## src/rtl/core/dmx_pkg.sv

```systemverilog
// Shared types and constants of the DMX512 frame transmitter.
// Used by dmx_apb_regs and dmx512_frame_transmitter; depends on nothing.
`default_nettype none

package dmx_pkg;

	localparam int unsigned MAX_SLOTS  = 512;
	localparam int unsigned SLOT_AW    = $clog2(MAX_SLOTS + 1);
	localparam int unsigned FRAME_BITS = 11;

	localparam int unsigned CFG_AW  = 5;
	localparam int unsigned CFG_DW  = 32;
	localparam int unsigned IN_DW   = 24;
	localparam int unsigned OUT_DW  = 8;

	localparam logic [2:0] REG_TX_ENABLE   = 3'd0;
	localparam logic [2:0] REG_SLOT_COUNT  = 3'd1;
	localparam logic [2:0] REG_BREAK_TICKS = 3'd2;
	localparam logic [2:0] REG_MAB_TICKS   = 3'd3;
	localparam logic [2:0] REG_BIT_TICKS   = 3'd4;

	localparam logic REQ_TICK  = 1'b0;
	localparam logic REQ_WRITE = 1'b1;

	localparam logic [9:0]  RST_SLOT_COUNT  = 10'd512;
	localparam logic [15:0] RST_BREAK_TICKS = 16'd7040;
	localparam logic [15:0] RST_MAB_TICKS   = 16'd480;
	localparam logic [11:0] RST_BIT_TICKS   = 12'd160;

	typedef enum logic [1:0] {
		PH_IDLE  = 2'd0,
		PH_BREAK = 2'd1,
		PH_MAB   = 2'd2,
		PH_SLOTS = 2'd3
	} phase_t;

	typedef struct packed {
		logic        tx_enable;
		logic [9:0]  slot_count;
		logic [15:0] break_ticks;
		logic [15:0] mab_ticks;
		logic [11:0] bit_ticks;
	} cfg_t;

endpackage

`default_nettype wire

```

## src/rtl/core/dmx_apb_regs.sv

```systemverilog
// APB configuration register file of the DMX512 frame transmitter.
// Depends on dmx_pkg for the register map and the cfg_t bundle.
`default_nettype none

module dmx_apb_regs (
	input  wire logic                         clk,
	input  wire logic                         arst_n,
	input  wire logic                         psel,
	input  wire logic                         penable,
	input  wire logic                         pwrite,
	input  wire logic [dmx_pkg::CFG_AW-1:0]   paddr,
	input  wire logic [dmx_pkg::CFG_DW-1:0]   pwdata,
	output logic      [dmx_pkg::CFG_DW-1:0]   prdata,
	output logic                              pready,
	output dmx_pkg::cfg_t                     cfg
);
	import dmx_pkg::*;

	cfg_t       cfg_q;
	logic       wr_en;
	logic [2:0] reg_sel;

	assign pready  = 1'b1;
	assign wr_en   = psel && penable && pwrite && pready;
	assign reg_sel = paddr[CFG_AW-1:2];
	assign cfg     = cfg_q;

	always_ff @(posedge clk or negedge arst_n) begin
		if (!arst_n) begin
			cfg_q.tx_enable   <= 1'b0;
			cfg_q.slot_count  <= RST_SLOT_COUNT;
			cfg_q.break_ticks <= RST_BREAK_TICKS;
			cfg_q.mab_ticks   <= RST_MAB_TICKS;
			cfg_q.bit_ticks   <= RST_BIT_TICKS;
		end else if (wr_en) begin
			unique case (reg_sel)
				REG_TX_ENABLE:   cfg_q.tx_enable   <= pwdata[0];
				REG_SLOT_COUNT:  cfg_q.slot_count  <= pwdata[9:0];
				REG_BREAK_TICKS: cfg_q.break_ticks <= pwdata[15:0];
				REG_MAB_TICKS:   cfg_q.mab_ticks   <= pwdata[15:0];
				REG_BIT_TICKS:   cfg_q.bit_ticks   <= pwdata[11:0];
				default: ;
			endcase
		end
	end

	always_comb begin
		prdata = '0;
		unique case (reg_sel)
			REG_TX_ENABLE:   prdata = {{(CFG_DW-1){1'b0}}, cfg_q.tx_enable};
			REG_SLOT_COUNT:  prdata = {{(CFG_DW-10){1'b0}}, cfg_q.slot_count};
			REG_BREAK_TICKS: prdata = {{(CFG_DW-16){1'b0}}, cfg_q.break_ticks};
			REG_MAB_TICKS:   prdata = {{(CFG_DW-16){1'b0}}, cfg_q.mab_ticks};
			REG_BIT_TICKS:   prdata = {{(CFG_DW-12){1'b0}}, cfg_q.bit_ticks};
			default:         prdata = '0;
		endcase
	end

endmodule

`default_nettype wire

```

## config.mk

```make
export PLATFORM = sky130hd
export DESIGN_NAME = dmx_apb_regs
export DESIGN_NICKNAME = d
export VERILOG_FILES = /design/src/rtl/core/dmx_pkg.sv /design/src/rtl/core/dmx_apb_regs.sv
export SDC_FILE = /design/constraint.sdc
export NUM_CORES = 1
export LEC_CHECK = 0
export BUFFER_PORTS_ARGS = -buffer_cell sky130_fd_sc_hd__buf_2
export CORE_UTILIZATION = 46
export DETAILED_ROUTE_END_ITERATION = 8
export PLACE_DENSITY = 0.78
export SYNTH_ARGS = -nofsm -noshare
export SYNTH_HDL_FRONTEND = slang
export SYNTH_SLANG_ARGS = --single-unit
```

## constraint.sdc

```tcl
create_clock -name clk -period 1.9 [get_ports clk]
set_input_delay 0.38 -clock clk [delete_from_list [all_inputs] [get_ports clk]]
set_output_delay 0.38 -clock clk [all_outputs]
set_load 0.02 [all_outputs]
```

### After elaboration in Yosys (flattened, before gate mapping)

Cells that the tools add are included.

| storage, ports and cells | value |
|---|---|
| bits in registers | 55 |
| word-level logic and storage cells | 18 |
| output and inout port bits | 88 |
| input port bits | 42 |

| operators by class | value |
|---|---|
| reduce and logical (&&, ||, !) cells | 8 |
| multiplexer cells | 1 |
| equal/unequal tests | 4 |

Operators with widths:

| cell | count |
|---|---|
| $pmux 16 s5 | 1 |
| $reduce_and 2->1 | 5 |
| $eq 3x2->1 const B | 2 |
| $eq 3x1->1 const B | 1 |
| $eq 3x3->1 const B | 1 |
| $logic_not 3->1 | 1 |
| $logic_and 1x1->1 | 2 |

### Logic depth before layout (Yosys ltp)

| depth | value |
|---|---|
| word-level depth | 3 |
| depth in mapped cells | 5 |

### Worst setup path after synthesis

No wires, ideal clock.

| timing path | value |
|---|---|
| path kind | input-to-output |
| start | in paddr[2] in the netlist's numbering |
| end | out prdata[6] in the netlist's numbering |
| path slack | 0.125 ns |
| stages on the path | 5 |
| data arrival time | 1.395 ns |
| cells stage by stage | buf_2 -> buf_4 -> mux2i_1 -> nor2_1 -> a221o_1 |

| on the way | value |
|---|---|
| longest elaborated chain between the ends | 2 |
| elaborated cells between the ends (all ways) | 6 |

RTL lines:

| what | RTL line | text |
|---|---|---|
| start: declaration | dmx_apb_regs.sv:11 | `input wire logic [dmx_pkg::CFG_AW-1:0] paddr,` |
| $eq 3x3->1 (tied with other cells) | dmx_apb_regs.sv:49 | `unique case (reg_sel)` |
| $pmux 16 s5 * | dmx_apb_regs.sv:49 |  |
| end: declaration | dmx_apb_regs.sv:13 | `output logic [dmx_pkg::CFG_DW-1:0] prdata,` |

Mark *: on every way between the ends. The rest lies on a longest branch, timed or not.

### Final worst setup path

| timing path | value |
|---|---|
| start | in paddr[3] in the netlist's numbering |
| end | out prdata[8] in the netlist's numbering |

The elaborated chain is that of the path after synthesis.

==> results.tsv <==
stage	metric	value	unit
drt	drt_first_pass_iters	4	
synth	synth_xor_area_frac	0	
drt	routed_via_density	5.092	
worst_setup_path	r2r_slack	1090	ps
layout	drive_gt1_frac	0.6342	
placed_design	portBuffers	94	
placed_design	gp_congestion	0.7501	
drt	wire_per_inst	15.62	µm
drt	ant_nets	0	
timing	min_period	1843	ps
layout	nets	339	
synth	synth_mux_area_frac	0.2949	
timing	hold_viol_final	0	
global_route	grt_pass1_vias	1791	
die	core	0.005574	mm²
worst_setup_path	cp.required	1520	ps
layout	fin_util	0.6031	
layout	fillers	478	
worst_setup_path	cp.arrival	1460	ps
synth	synth_adder_area_share	0	
global_route	grt_overflow	0	
cts	root_buffer	clkbuf_8	
power	leakage	0.001782	µW
cts	cts.clk_slew.worst_paths	90	ps
die	rows	27	
cts	htree_levels	2	
timing	grt_setup_unrepaired	no	
global_route	grtUsageTotal	0.2021	
power	vdd_drop_max	0.6757	mV
drt	vias	1884	
timing	tightest_slew	541.7	ps
timing	slew_violations	0	
layout	multi_input_area	0.001155	mm²
cts	clock_path_buffers	2	
worst_setup_path	cp_max_fo	12	
timing	fin_crit_sh	0.9702	
synth	avgSynthCellArea	13.95	µm²
worst_setup_path	rr_startpoint	cfg[13]	
synth	postSynthCellCount	192	
synth	ys_ff_latch	55	
global_route	grt_max_degree	56	
worst_setup_path	start_kind	primary input	
die	ios	130	
die	die_area	0.006130	mm²
worst_setup_path	critPathKind	primary input to primary output	
synth	synth_area	0.002678	mm²
layout	seqCellArea	0.001391	mm²
placed_design	dpl_cell_area	0.003228	mm²
power	power_density	1029	mW/mm²
placed_design	dpl.hpwl	4208	µm
cts	cts_buffers	5	
drt	drt_iter0_markers	56	
die	die_y	78.30	µm
die	start_util	0.4804	
cts	cts.sinks	55	
run	maxCapViolCount	0	
synth	synth-simple-area-share	0.06682	
layout	largest_reg_flops	55	
worst_setup_path	reg2reg_to	cfg[13]	
timing	slew_headroom	0.6385	
cts	cts_tree	built	
timing	fmaxAchievable	0.5425	GHz
timing	fin_hold_ws	61.05	ps
outcome	status	completed	
synth	yosysWarnings	0	
synth	yosysUniqueCellTypes	19	
die	die_w	78.30	µm
synth	synth_top_family_by_area	multiplexers	
timing	setup_viol	0	
cts	clock_latency	290	ps
timing	skew	0	ps
layout	areaGrowthSynthToFinish	25.56	%
global_route	grt_pass1_wl	9418	µm
min_path	hold_class	primary input to async pin	
drt	drt-total-wl	5779	µm
worst_setup_path	rr_worst_depth	1	
global_route	antenna_found_initial	0	
synth	ys_seq_area_frac	0.5196	
layout	n_antenna_cell	0	
drt	drc_errors	0	
synth	synth-compound-area-share	0.04346	
worst_setup_path	end_kind	primary output	
layout	final_area	0.003362	mm²
==> metrics by stage <==
| stage | power, µW | setup WS [ps] | TNS (ps) | instances |
|---|---|---|---|---|
| 6_report | 3459 | 56.63 | 0 | 370 |
| 5_1_grt | 3647 | 6.818 | 0 | 370 |
| 4_1_cts | 3497 | 39.17 | 0 | 368 |
| 3_5_place_dp | 2731 | -48.78 | -582.7 | 360 |
| 3_3_place_gp | 2694 | -40.81 | -278.2 | 360 |
| 2_1_floorplan | 2330 | 125.1 | 0 | 207 |
==> timing repair <==
item / in CTS / in global routing
buffers inserted: 0 / 2
hold buffers: 0 / 0
setup endpoints to repair: 9 / 7
pin swaps: 0 / 0
cloned: 0 / 0
gates resized for setup: 1 / 0
==> worst max-delay path, cell delays in order <==
cell and delay, ps:
buf_2 120, buf_4 140, nand2b_1 160, nor2_1 180, buf_12 170, a221o_1 150
buf_2 160
==> per-layer routing <==
layer  GRT usage  vias up  share of wire
met4     0.06481        0          0.016
met3     0.04419        9          0.053
met1      0.2747      929           0.45
met5           0        -              0
li1            -      875              -
met2      0.3219       71           0.48
==> cells in the mapped netlist (all sizes together) <==
cell | instances | area share
a221o | 9 | 0.034
o2bb2ai | 2 | 0.0065
nor2 | 18 | 0.037
dfrtp | 43 | 0.40
nor3 | 3 | 0.0098
conb | 2 | 0.0028
dfstp | 12 | 0.12
a211o | 1 | 0.0033
nand2b | 2 | 0.0047
buf | 25 | 0.072
nand4 | 1 | 0.0047
nand4b | 1 | 0.0056
nor3b | 1 | 0.0047
mux2i | 17 | 0.064
mux2 | 55 | 0.23
==> report_power, final <==
part	switching, µW	internal (µW)	total (µW)
Clock	364	393	757
Combinational	644	450	1090
Sequential	173	1440	1610
Total	1180	2280	3460
==> cells by family (layout without fill, tap and decap cells) <==
family | after synthesis | count (layout)
buffers and inverters | 25 | 116
muxes | 72 | 72
other | 2 | 17
DFF | 55 | 55
and+or+nand+nor | 26 | 26
AOI/OAI and AO/OA | 12 | 12
==> cell type report <==
type	instances	area share
sequential	55	0.4138
multi-input combinational	127	0.3435
timing repair buffer	108	0.1824
tap	72	0.02680
clock buffer	5	0.02047
clock inverter	3	0.01303
==> placed cells by master (no fill, tap or decap), types with 2 or more instances in the layout <==
cell / count
a221o_1: 9
buf_12: 3
buf_2: 94
buf_4: 11
clkbuf_8: 5
conb_1: 17
dfrtp_1: 43
dfstp_2: 12
mux2_2: 55
mux2i_1: 17
nand2b_1: 2
nor2_1: 16
nor2_8: 2
nor3_1: 2
o2bb2ai_1: 2
==> how the worst max path moves through the flow <==
stage | from | end | depth (start not counted)
2_1_floorplan | paddr[2] | prdata[6] | 5
3_3_place_gp | paddr[4] | prdata[4] | 4
3_5_place_dp | paddr[4] | prdata[4] | 4
4_1_cts | paddr[4] | prdata[4] | 7
5_1_grt | paddr[3] | prdata[7] | 7
6_report | paddr[3] | prdata[8] | 7
(Power assumes the default switching activity.)
